## src/rtl/core/assert_macros.svh

```systemverilog
// Assertion macros used by the ledger back end.
`ifndef ASSERT_MACROS_SVH
`define ASSERT_MACROS_SVH
`ifndef ASSERT_OFF
// Check a property on every rising edge outside reset.
`define PSWL_ASSERT(lbl, clk, rstn, prop, msg) \
  lbl: assert property (@(posedge clk) disable iff (!rstn) (prop)) else $error(msg);
// Check that a condition never holds outside reset.
`define PSWL_NEVER(lbl, clk, rstn, cond, msg) \
  lbl: assert property (@(posedge clk) disable iff (!rstn) !(cond)) else $error(msg);
`else
`define PSWL_ASSERT(lbl, clk, rstn, prop, msg)
`define PSWL_NEVER(lbl, clk, rstn, cond, msg)
`endif
`endif

```

## src/rtl/core/pswl_pkg.sv

```systemverilog
// Types and constants of the per-sender event window ledger.
package pswl_pkg;

  localparam int unsigned NUM_SENDERS       = 256;
  localparam int unsigned EVENTS_PER_SENDER = 16;
  localparam int unsigned SENDER_W = (NUM_SENDERS > 1) ? $clog2(NUM_SENDERS) : 1;
  localparam int unsigned SLOT_W   = (EVENTS_PER_SENDER > 1) ? $clog2(EVENTS_PER_SENDER) : 1;
  localparam int unsigned CNT_W    = $clog2(EVENTS_PER_SENDER + 1);
  localparam int unsigned EV_DEPTH = NUM_SENDERS << SLOT_W;
  localparam int unsigned EV_AW    = SENDER_W + SLOT_W;

  // Command queue between front and back (depth is a power of two)
  localparam int unsigned QUEUE_DEPTH = 2;
  localparam int unsigned QUEUE_PTR_W = $clog2(QUEUE_DEPTH);

  localparam logic [31:0] WINDOW_RESET = 32'd60000;
  localparam logic [31:0] RETRY_RESET  = 32'd2000;
  localparam logic [3:0]  KEY4_MASK    = 4'h f;

  // Register indexes
  localparam logic REG_WINDOW = 1'b0;
  localparam logic REG_RETRY  = 1'b1;

  // Commands and event kinds
  localparam logic       CMD_OBSERVE = 1'b0;
  localparam logic       CMD_QUERY   = 1'b1;
  localparam logic [7:0] KIND_REQ    = 8'd0;
  localparam logic [7:0] KIND_CLR    = 8'd1;

  typedef struct packed {
    logic        command;
    logic [47:0] timestamp_ms;
    logic [7:0]  sender;
    logic [7:0]  kind;
    logic [7:0]  dedup_key;
    logic [15:0] airtime;
  } pswl_in_t;

  typedef struct packed {
    logic [4:0]  apparent_count;
    logic [19:0] total_airtime;
    logic [4:0]  request_count;
    logic [4:0]  clear_count;
  } pswl_out_t;

  // Classified item handed from front to back
  typedef struct packed {
    logic        command;
    logic        out_of_range;
    logic [47:0] now;
    logic [47:0] cutoff;
    logic [48:0] retry_lo;
    logic [7:0]  sender;
    logic [7:0]  kind;
    logic [7:0]  dedup_key;
    logic [15:0] airtime;
  } pswl_cmd_t;

  // One stored event
  typedef struct packed {
    logic [47:0] time_ms;
    logic [7:0]  kind;
    logic [7:0]  key;
    logic [15:0] air;
  } pswl_ev_t;

  localparam int unsigned EV_W = $bits(pswl_ev_t);

  typedef enum logic [4:0] {
    S_IDLE   = 5'b00001,
    S_CNT    = 5'b00010,
    S_SCAN   = 5'b00100,
    S_EVICT  = 5'b01000,
    S_APPEND = 5'b10000
  } pswl_state_e;

endpackage

```

## src/rtl/core/pswl_front.sv

```systemverilog
// Front end: accept items, work out window bounds, queue them for the back end.
module pswl_front (
  input  logic                clk_i,
  input  logic                rst_ni,
  input  logic                in_valid_i,
  output logic                in_ready_o,
  input  pswl_pkg::pswl_in_t  in_data_i,
  input  logic [31:0]         window_i,
  input  logic [31:0]         retry_i,
  output logic                q_valid_o,
  output pswl_pkg::pswl_cmd_t q_item_o,
  input  logic                q_pop_i
);

  pswl_pkg::pswl_cmd_t                 cls;
  pswl_pkg::pswl_cmd_t                 mem_q [pswl_pkg::QUEUE_DEPTH];
  logic [pswl_pkg::QUEUE_PTR_W-1:0]    wr_ptr_q, wr_ptr_d, rd_ptr_q, rd_ptr_d;
  logic [pswl_pkg::QUEUE_PTR_W:0]      fill_q, fill_d;
  logic                                push, pop;

  // Classify the incoming beat
  always_comb begin
    cls.command      = in_data_i.command;
    cls.out_of_range = ({1'b0, in_data_i.sender} >= 9'(pswl_pkg::NUM_SENDERS));
    cls.now          = in_data_i.timestamp_ms;
    cls.cutoff       = (in_data_i.timestamp_ms >= {16'd0, window_i}) ?
                       in_data_i.timestamp_ms - {16'd0, window_i} : 48'd0;
    cls.retry_lo     = (in_data_i.timestamp_ms >= {16'd0, retry_i}) ?
                       ({1'b0, in_data_i.timestamp_ms} - {17'd0, retry_i} + 49'd1) : 49'd0;
    cls.sender       = in_data_i.sender;
    cls.kind         = in_data_i.kind;
    cls.dedup_key    = in_data_i.dedup_key;
    cls.airtime      = in_data_i.airtime;
  end

  assign in_ready_o = (fill_q != (pswl_pkg::QUEUE_PTR_W + 1)'(pswl_pkg::QUEUE_DEPTH));
  assign push       = in_valid_i && in_ready_o;
  assign q_valid_o  = (fill_q != '0);
  assign pop        = q_pop_i && q_valid_o;
  assign q_item_o   = mem_q[rd_ptr_q];

  // Advance pointers and fill level
  always_comb begin
    wr_ptr_d = push ? wr_ptr_q + 1'b1 : wr_ptr_q;
    rd_ptr_d = pop ? rd_ptr_q + 1'b1 : rd_ptr_q;
    fill_d   = fill_q + (pswl_pkg::QUEUE_PTR_W + 1)'(push) - (pswl_pkg::QUEUE_PTR_W + 1)'(pop);
  end

  always_ff @(posedge clk_i or negedge rst_ni) begin
    if (!rst_ni) begin
      wr_ptr_q <= '0;
      rd_ptr_q <= '0;
      fill_q   <= '0;
    end else begin
      wr_ptr_q <= wr_ptr_d;
      rd_ptr_q <= rd_ptr_d;
      fill_q   <= fill_d;
    end
  end

  // Store the classified beat
  always_ff @(posedge clk_i) begin
    if (push) begin
      mem_q[wr_ptr_q] <= cls;
    end
  end

endmodule

```

## config.mk

```make
export PLATFORM = sky130hd
export DESIGN_NAME = pswl_front
export DESIGN_NICKNAME = d
export VERILOG_FILES = /design/src/rtl/core/assert_macros.svh /design/src/rtl/core/pswl_pkg.sv /design/src/rtl/core/pswl_front.sv
export SDC_FILE = /design/constraint.sdc
export NUM_CORES = 1
export LEC_CHECK = 0
export ABC_CLOCK_PERIOD_IN_PS = 22700
export BUFFER_PORTS_ARGS = -buffer_cell sky130_fd_sc_hd__buf_2
export CAP_MARGIN = 30
export CORE_MARGIN = 4
export CORE_UTILIZATION = 38
export DETAILED_ROUTE_END_ITERATION = 7
export GPL_ROUTABILITY_DRIVEN = 0
export MAX_ROUTING_LAYER = met4
export PLACE_DENSITY = 0.57
export SETUP_SLACK_MARGIN = 0.1
export SKIP_CTS_REPAIR_TIMING = 1
export SYNTH_ARGS = -nofsm -noshare
export SYNTH_HDL_FRONTEND = slang
export SYNTH_SLANG_ARGS = --single-unit
```

## constraint.sdc

```tcl
create_clock -name clk_i -period 22.7 [get_ports clk_i]
set_input_delay 1.135 -clock clk_i [delete_from_list [all_inputs] [get_ports clk_i]]
set_output_delay 1.135 -clock clk_i [all_outputs]
set_load 0.005 [all_outputs]
```

==> metrics.cfg, run 1 <==
[floorplan]
rows=84
dieArea_mm2=0.0576
coreArea_mm2=0.0529
die_x_um=240
die_y_um=240
start_util_pct=38.7
pin_count=346

[clock_network]
clk_pin_slew_ps=60
cts_sinks=376
cts_tree=built
htree_levels=2
cts_root_buffer=clkbuf_16
clkLatencyLatePin_ps=570
cts-buffers-inserted=44
cts_max_path_buffers=3

[grt]
grt_util_all_layers_pct=19.6
busiest_layer=met2
use_met2_pct=32.5
use_met3_pct=4.79
grt_pass1_vias=14400
antenna_found_initial=12
grt-ovfl-total=0
use_met1_pct=24.6
grt_pass1_wl_um=84300
grt_max_degree=141

[logic_synthesis]
async_flop_share_pct=1.06
synth.ff_latch_count=376
synth-seq-area-share_pct=55.1
synth_edf_count=372
avgSynthCellArea_um2=12.6
syn_nets=1927
synth_warnings=0
synth.distinct_cells=72
synth_top_area_cell=edfxtp_1
synth_top_flop_cell=edfxtp_1
yosysTopAreaCellShare_pct=54.7
netlist_area_mm2=0.0204
synth_cells=1622
synth_area_leaders=edfxtp_1 55%, mux2_2 10%, ha_1 8.0%

[layout]
final_common_cell=edfxtp_1
area_delta_synth_final_pct=19.0
final_cell_mix=372 x edfxtp_1, 344 x buf_2, 186 x mux2_2
nets=2275
final_layout_size_suffix_gt1_share_pct=31.0
nFillCells=4892
layout.cells.non_filler=2706

[pwr]
seq_power_share_pct=41.3
p_leak_nw=9.78
pwr_density_cell_mw_per_mm2=103
comb_power_share_pct=32.6
clockPowerShare_pct=26.1
sw_frac_of_total_pct=31.4
intPower_mw=1.72
net-switching-power_uw=785
max-vdd-ir-drop_mv=0.0739

[route]
drc_errors=0
ant_nets=0
drtPass1Iterations=5
vias_per_cell=5.24
first_iter_violations=814
wl_um=56300
avgRoutedWirePerCell_um=20.8
via_count=14200

[timing]
rsz0062_at_grt=false
clock_skew_ps=13.3
period_needed_ps=4510
slew_headroom_pct=36.6
setup_tns_ps=0
tightest_slew_ps=951
fmax_mhz=222
maxSlewViolCount=0
fin_crit_sh_pct=19.9
setup_viol=0
hold_viol_final=0
finalWorstSetupSlack_ps=18190
timing.hold.ws_ps=370

[place]
dpl.cell_count=2611
port_buffers=344
dp_hpwl_um=42100
dp_slack_ps=17810

[critical_path]
ff2ff_path_depth=5
worstReg2RegStart=fill_q[1]$_DFF_PN0_
required_ps=23020
reg2reg_slack_ps=19960
start_kind=primary input
cp-end-kind=flip-flop
critPathKind=primary input to flip-flop
path_max_fanout=5
cp.arrival_ps=4840
rr_endpoint=mem_q[0][41]$_DFFE_PP_

[job]
cap_violations=0

[run_status]
status=finished, final reports clean

[min_path]
min_path_type=primary input to async pin

worst max-delay path by stage:
stage	start	end	slack (ps)	depth (start not counted)
global placement	in_data_i[48]	mem_q[0][85]$_DFFE_PP_	17860	13
finish	in_data_i[48]	mem_q[0][85]$_DFFE_PP_	18190	13
floorplan	in_valid_i	mem_q[0][0]$_DFFE_PP_	13020	2
CTS	rd_ptr_q$_DFFE_PN0P_	q_item_o[137]	18350	3
detailed placement	in_data_i[48]	mem_q[0][85]$_DFFE_PP_	17810	13
global route	in_data_i[42]	mem_q[1][126]$_DFFE_PP_	18100	11
routing by layer:
layer | part of all wire, % | vias up
met4 | 1.7 | 0
met3 | 7.4 | 67
li1 | - | 6728
met2 | 49 | 453
met1 | 42 | 6919
met5 | 0 | -
registers in the layout, indices dropped and copies added, names as in the netlist:
register  flops
mem_q       372
fill_q        2
rd_ptr_q      1
wr_ptr_q      1
kinds of logic after synthesis:
family / share of synthesized area, %
xor gates and xnor gates: 2.96
AOI/OAI and AO/OA: 9.67
adders and majority gates: 9.69
muxes: 10.3
other: 0.0183
DFF: 55.1
and+or+nand+nor: 8.69
buffers and inverters: 3.48
synth_stat cells (12+ instances only):
library cell,instances
edfxtp_1,372
mux2_2,186
inv_1,137
ha_1,131
nor2_1,107
a21oi_1,87
nand2_1,63
o21ai_0,53
xnor2_1,48
clkbuf_1,46
a21o_1,31
nor2b_1,24
nor3_1,24
o21a_1,22
nand4_1,21
xor2_1,21
nand2b_1,20
nand3_1,20
fa_1,17
a211oi_1,14
o21bai_1,13
or3_1,13
and2_1,12
o211ai_1,12
power groups by stage:
| stage | Sequential, mW | Clock, mW | Combinational [mW] |
|---|---|---|---|
| floorplan | 1.06 | 0 | 0.505 |
| global placement | 1.04 | 0 | 0.830 |
| detailed placement | 1.05 | 0 | 0.832 |
| CTS | 1.04 | 0.676 | 0.837 |
| global route | 1.05 | 0.704 | 0.896 |
| finish | 1.03 | 0.654 | 0.816 |
cell type report:
class / count / area [µm²] / area share (%)
diodes: 14 / 35.0 / 0.144
clock inverters: 26 / 189 / 0.777
well taps: 688 / 861 / 3.54
multi-input cells: 1058 / 8480 / 34.9
clock buffers: 54 / 1140 / 4.68
repair buffers: 353 / 1820 / 7.49
flip-flops and latches: 376 / 11300 / 46.4
inverters: 137 / 514 / 2.12
metrics by stage:
step / util (%) / cell area, µm² / power [mW]
2_1_floorplan: - / 20400 / 1.56
3_3_place_gp: 43.4 / 22900 / 1.87
3_5_place_dp: 43.4 / 22900 / 1.88
4_1_cts: 45.9 / 24300 / 2.55
5_1_grt: 46.0 / 24300 / 2.65
6_report: 46.0 / 24300 / 2.50
worst max-delay path, cell delays in order:
cell and delay, ps:
buf_2 140, ha_1 200, inv_1 60, fa_1 520, nor4bb_1 410, o21ai_0 200
a41o_1 270, a31oi_1 460, o32a_1 320, nand4_1 190, a2111oi_0 650, or4_1 190
nand2_1 60
Power figures use the tool's default switching activity.
==> run 2: changes to the inputs <==
--- a/config.mk
+++ b/config.mk
@@ -5,7 +5,7 @@
 export SDC_FILE = /design/constraint.sdc
 export NUM_CORES = 1
 export LEC_CHECK = 0
-export ABC_CLOCK_PERIOD_IN_PS = 22700
+export ABC_CLOCK_PERIOD_IN_PS = 4400
 export BUFFER_PORTS_ARGS = -buffer_cell sky130_fd_sc_hd__buf_2
 export CAP_MARGIN = 30
 export CORE_MARGIN = 4
==> constraint.sdc (replaced) <==
create_clock -name clk_i -period 4.4 [get_ports clk_i]
set_input_delay 0.22 -clock clk_i [delete_from_list [all_inputs] [get_ports clk_i]]
set_output_delay 0.22 -clock clk_i [all_outputs]
set_load 0.005 [all_outputs]
==> run 2 against run 1 <==
Critical path depth increased by 2. Worst hold slack worse by 320 ps. Via count rose by 2.8%. Power rose to 5.3 times the previous value. Combinational power rose to 5.5 times the previous value. Wire length rose by 1.8%. Non-clock buffer count up 102. Utilization grew 2.3 points. Cell area is 5.0% higher. Critical path type unchanged. Critical endpoint is now mem_q[1][85]$_DFFE_PP_.
==> metrics.cfg, run 2 (synthesis results as in run 1) <==
[run_status]
status=finished, final reports clean

[place]
dpl.cell_count=2623  ; +0.46%
placed_area_mm2=0.0231  ; +0.97%
dp_hpwl_um=43200  ; +2.6%
port_buffers=344  ; unchanged

[grt]
grt_pass1_wl_um=84000  ; -0.32%
grt_max_degree=78  ; -45%
antenna_found_initial=15  ; +3
grt_util_all_layers_pct=19.6  ; +0.052 points
grt-ovfl-total=0  ; unchanged
grt_pass1_vias=14400  ; +0.59%

[clock_network]
htree_levels=2  ; unchanged
cts_max_path_buffers=3  ; unchanged
clkLatencyLatePin_ps=570  ; about the same
cts_root_buffer=clkbuf_16
clk_pin_slew_ps=60  ; about the same
cts_tree=built
cts-buffers-inserted=45  ; +2.3%
cts_sinks=376  ; unchanged

[floorplan]
pin_count=346  ; unchanged
dieArea_mm2=0.0576  ; unchanged
coreArea_mm2=0.0529  ; unchanged
start_util_pct=38.7  ; unchanged
die_y_um=240  ; unchanged
die_x_um=240  ; unchanged
rows=84  ; unchanged

[critical_path]
cp-end-kind=flip-flop
start_kind=primary input
path_max_fanout=6  ; +1
cp.arrival_ps=4250  ; -590 ps
required_ps=4710  ; -18,310 ps
critPathKind=primary input to flip-flop

[route]
ant_nets=0  ; unchanged
drtPass1Iterations=5  ; unchanged
vias_per_cell=5.18  ; -1.1%
avgRoutedWirePerCell_um=20.4  ; -2.0%
wl_um=57400  ; +1.8%
drc_errors=0  ; unchanged
via_count=14600  ; +2.8%
first_iter_violations=831  ; +2.1%

[timing]
fin_crit_sh_pct=89.7
period_needed_ps=3940
hold_viol_final=0  ; unchanged
fmax_mhz=253
timing.hold.ws_ps=44.9  ; -325 ps
tightest_slew_ps=912  ; -39.0 ps
setup_tns_ps=0  ; unchanged
rsz0062_at_grt=false
slew_headroom_pct=39.2  ; +2.6 points
maxSlewViolCount=0  ; unchanged
clock_skew_ps=16.9  ; +3.60 ps
setup_viol=0  ; unchanged

[layout]
final_common_cell=edfxtp_1
area_delta_synth_final_pct=24.9
final_cell_mix=372 x edfxtp_1, 344 x buf_2, 186 x mux2_2
top_register=mem_q
nets=2378  ; +4.5%
finish.instance_area_mm2=0.0255  ; +5.0%
layout.cells.non_filler=2813  ; +4.0%
largest_register_ff_count=372  ; unchanged
reg.largest.list=mem_q x372, fill_q x2
final_layout_size_suffix_gt1_share_pct=30.1  ; -0.95 points

[pwr]
p_leak_nw=10.3  ; +5.4%
max-vdd-ir-drop_mv=0.332  ; +350%
power.total_mw=13.4  ; +430%
pwr_density_cell_mw_per_mm2=524  ; +410%

[min_path]
min_path_type=primary input to flip-flop

[job]
cap_violations=0  ; unchanged

## run 2: per-stage QoR
stage          utilization [%]  setup WS [ps]
3_3_place_gp              43.7            637
5_1_grt                   48.3            151
6_report                  48.3            455
4_1_cts                   46.5           1140
2_1_floorplan                -            570
3_5_place_dp              43.8            517
## run 2: worst paths after layout
path / from / endpoint / slack (ps) / cells after the start
min in group asynchronous: rst_ni / rd_ptr_q$_DFFE_PN0P_ / 540 / 3
min reg2reg: fill_q[1]$_DFF_PN0_ / fill_q[1]$_DFF_PN0_ / 490 / 1
min: in_valid_i / wr_ptr_q$_DFFE_PN0P_ / 40 / 3
max reg2reg: fill_q[1]$_DFF_PN0_ / mem_q[1][45]$_DFFE_PP_ / 2280 / 3
max in group asynchronous: rst_ni / rd_ptr_q$_DFFE_PN0P_ / 3660 / 3
max: in_data_i[46] / mem_q[1][85]$_DFFE_PP_ / 460 / 15
## run 2: cell type report
cell class              count  area (µm²)
multi-input cells        1058        8480
flip-flops and latches    376       11300
well taps                 688         861
diodes                     18        45.0
clock inverters            26         244
inverters                 137         514
repair buffers            455        2930
clock buffers              55        1180
fillers                  4776       27300
## run 2: worst max-delay path: stages
cell	delay, ps
dlygate4sd3_1	540
buf_2	170
ha_1	220
inv_1	70
fa_1	490
nor4bb_1	410
o21ai_0	210
a41o_1	270
a31oi_1	180
buf_4	170
o32a_1	190
nand4_1	200
a2111oi_0	650
or4_1	200
nand2_1	70
## run 2: report_power, final
group          leakage (nW)  internal [mW]  switching [mW]  total, mW
combinational          6.10           2.07            2.40       4.47
clock                 0.690           2.11            1.48       3.58
sequential             3.52           5.03           0.280       5.31
## run 2: per-layer routing
| metal | GRT usage, % | routed length [µm] | part of all wire, % | up-vias |
|---|---|---|---|---|
| met5 | - | 0 | 0 | - |
| met4 | 5.02 | 1260 | 2.2 | 0 |
| met3 | 5.69 | 4230 | 7.4 | 82 |
| met2 | 31.9 | 27500 | 48 | 456 |
| met1 | 24.3 | 24300 | 42 | 7062 |
| li1 | - | - | - | 6961 |
==> run 3: changes to the inputs <==
--- a/config.mk
+++ b/config.mk
@@ -12,6 +12,7 @@
 export CORE_UTILIZATION = 38
 export DETAILED_ROUTE_END_ITERATION = 7
 export GPL_ROUTABILITY_DRIVEN = 0
+export HOLD_SLACK_MARGIN = 0.15
 export MAX_ROUTING_LAYER = met4
 export PLACE_DENSITY = 0.57
 export SETUP_SLACK_MARGIN = 0.1
==> run 3 against run 2 <==
Non-clock buffer count increased by 4. Cell area increased by 0.16%. Cell count increased by 0.14%. Clock power about the same. Critical endpoint unchanged. Largest cell class unchanged.
==> metrics.cfg, run 3 (synthesis results as in run 1) <==
[job]
cap_violations=0  ; unchanged

[critical_path]
start_kind=primary input
ff2ff_path_depth=3  ; unchanged
path_max_fanout=6  ; unchanged
cp.arrival_ps=4250  ; about the same
required_ps=4710  ; about the same
cp-end-kind=flip-flop
critPathKind=primary input to flip-flop

[pwr]
power.total_mw=13.4  ; about the same
max-vdd-ir-drop_mv=0.332  ; about the same
pwr_density_cell_mw_per_mm2=523  ; -0.12%
p_leak_nw=10.3  ; +0.16%

[route]
wl_um=57400  ; about the same
first_iter_violations=815  ; -1.9%
ant_nets=0  ; unchanged
vias_per_cell=5.17  ; -0.20%
via_count=14600  ; -0.055%
drc_errors=0  ; unchanged
avgRoutedWirePerCell_um=20.4  ; about the same
drtPass1Iterations=5  ; unchanged

[grt]
grt-ovfl-total=0  ; unchanged
grt_pass1_vias=14400  ; unchanged
antenna_found_initial=15  ; unchanged
grt_max_degree=78  ; unchanged
grt_pass1_wl_um=84000  ; unchanged
grt_util_all_layers_pct=19.6  ; unchanged

[clock_network]
cts_sinks=376  ; unchanged
clkLatencyLatePin_ps=580  ; about the same
clk_pin_slew_ps=60  ; about the same
htree_levels=2  ; unchanged
cts_tree=built
cts_max_path_buffers=3  ; unchanged
cts_root_buffer=clkbuf_16
cts-buffers-inserted=45  ; unchanged

[min_path]
min_path_type=primary input to flip-flop
min_path_cells=5  ; +2

[layout]
area_delta_synth_final_pct=25.1
nFillCells=4769  ; -0.15%
finish.instance_area_mm2=0.0256  ; +0.16%
final_core_util_pct=48.4  ; +0.076 points
largest_register_ff_count=372  ; unchanged
final_cell_mix=372 x edfxtp_1, 344 x buf_2, 186 x mux2_2
final_layout_size_suffix_gt1_share_pct=30.0  ; -0.057 points
reg.largest.list=mem_q x372, fill_q x2
top_register=mem_q
nets=2382  ; +0.17%
final_common_cell=edfxtp_1

[timing]
rsz0062_at_grt=false
maxSlewViolCount=0  ; unchanged
fmax_mhz=254  ; about the same
setup_viol=0  ; unchanged
tightest_slew_ps=920  ; +7.79 ps
period_needed_ps=3940  ; -1.13 ps
fin_crit_sh_pct=89.6  ; about the same
clock_skew_ps=18.8  ; +1.93 ps
setup_tns_ps=0  ; unchanged
hold_viol_final=0  ; unchanged
slew_headroom_pct=38.7  ; -0.52 points

[floorplan]
die_x_um=240  ; unchanged
coreArea_mm2=0.0529  ; unchanged
start_util_pct=38.7  ; unchanged
pin_count=346  ; unchanged
dieArea_mm2=0.0576  ; unchanged
die_y_um=240  ; unchanged
rows=84  ; unchanged

[place]
dp_hpwl_um=43200  ; unchanged
port_buffers=344  ; unchanged
placed_area_mm2=0.0231  ; unchanged

[run_status]
status=finished, final reports clean

==> run 3: per-layer routing <==
metal | track usage, % | vias up | share of wire [%]
met5 | - | - | 0
met1 | 24.3 | 7046 | 42
met3 | 5.69 | 80 | 7.6
met4 | 5.02 | 0 | 2.2
li1 | - | 6963 | -
met2 | 31.9 | 464 | 48
==> run 3: worst max-delay path, cell delays in order <==
cell and delay, ps:
dlygate4sd3_1 540, buf_2 170, ha_1 220, inv_1 70, fa_1 490, nor4bb_1 410, o21ai_0 210, a41o_1 280
a31oi_1 180, buf_4 160, o32a_1 190, nand4_1 190, a2111oi_0 650, or4_1 200, nand2_1 60
==> run 3: final cells by class <==
cell class | count | area, µm² | share of cell area, %
inverters | 137 | 514 | 2.01
clock buffers | 55 | 1180 | 4.63
well taps | 688 | 861 | 3.37
flip-flops and latches | 376 | 11300 | 44.1
diodes | 18 | 45.0 | 0.176
clock inverters | 26 | 244 | 0.954
repair buffers | 459 | 2970 | 11.6
multi-input cells | 1058 | 8480 | 33.2
==> run 3: path summary, 6_finish.rpt <==
kind / slack, ps / startpoint / end
setup / recovery: 460 / in_data_i[46] / mem_q[1][85]$_DFFE_PP_
hold / removal: 360 / window_i[1] / mem_q[1][90]$_DFFE_PP_
setup reg to reg: 2270 / fill_q[1]$_DFF_PN0_ / mem_q[1][45]$_DFFE_PP_
hold reg to reg: 490 / fill_q[1]$_DFF_PN0_ / fill_q[1]$_DFF_PN0_
max in group asynchronous: 3670 / rst_ni / rd_ptr_q$_DFFE_PN0P_
min in group asynchronous: 540 / rst_ni / wr_ptr_q$_DFFE_PN0P_
==> run 3: metrics by stage <==
| step | instances | hold slack (ps) | setup WS [ps] |
|---|---|---|---|
| 2_1_floorplan | 1622 | -75.6 | 570 |
| 3_3_place_gp | 2622 | 28.2 | 637 |
| 3_5_place_dp | 2623 | 34.4 | 517 |
| 4_1_cts | 2704 | -601 | 1140 |
| 5_1_grt | 2813 | 346 | 151 |
| 6_report | 2817 | 361 | 456 |
==> run 3: where the power goes <==
group	switching (mW)	internal [mW]	total, mW
logic	2.40	2.08	4.48
clock network	1.48	2.11	3.58
registers	0.281	5.03	5.31
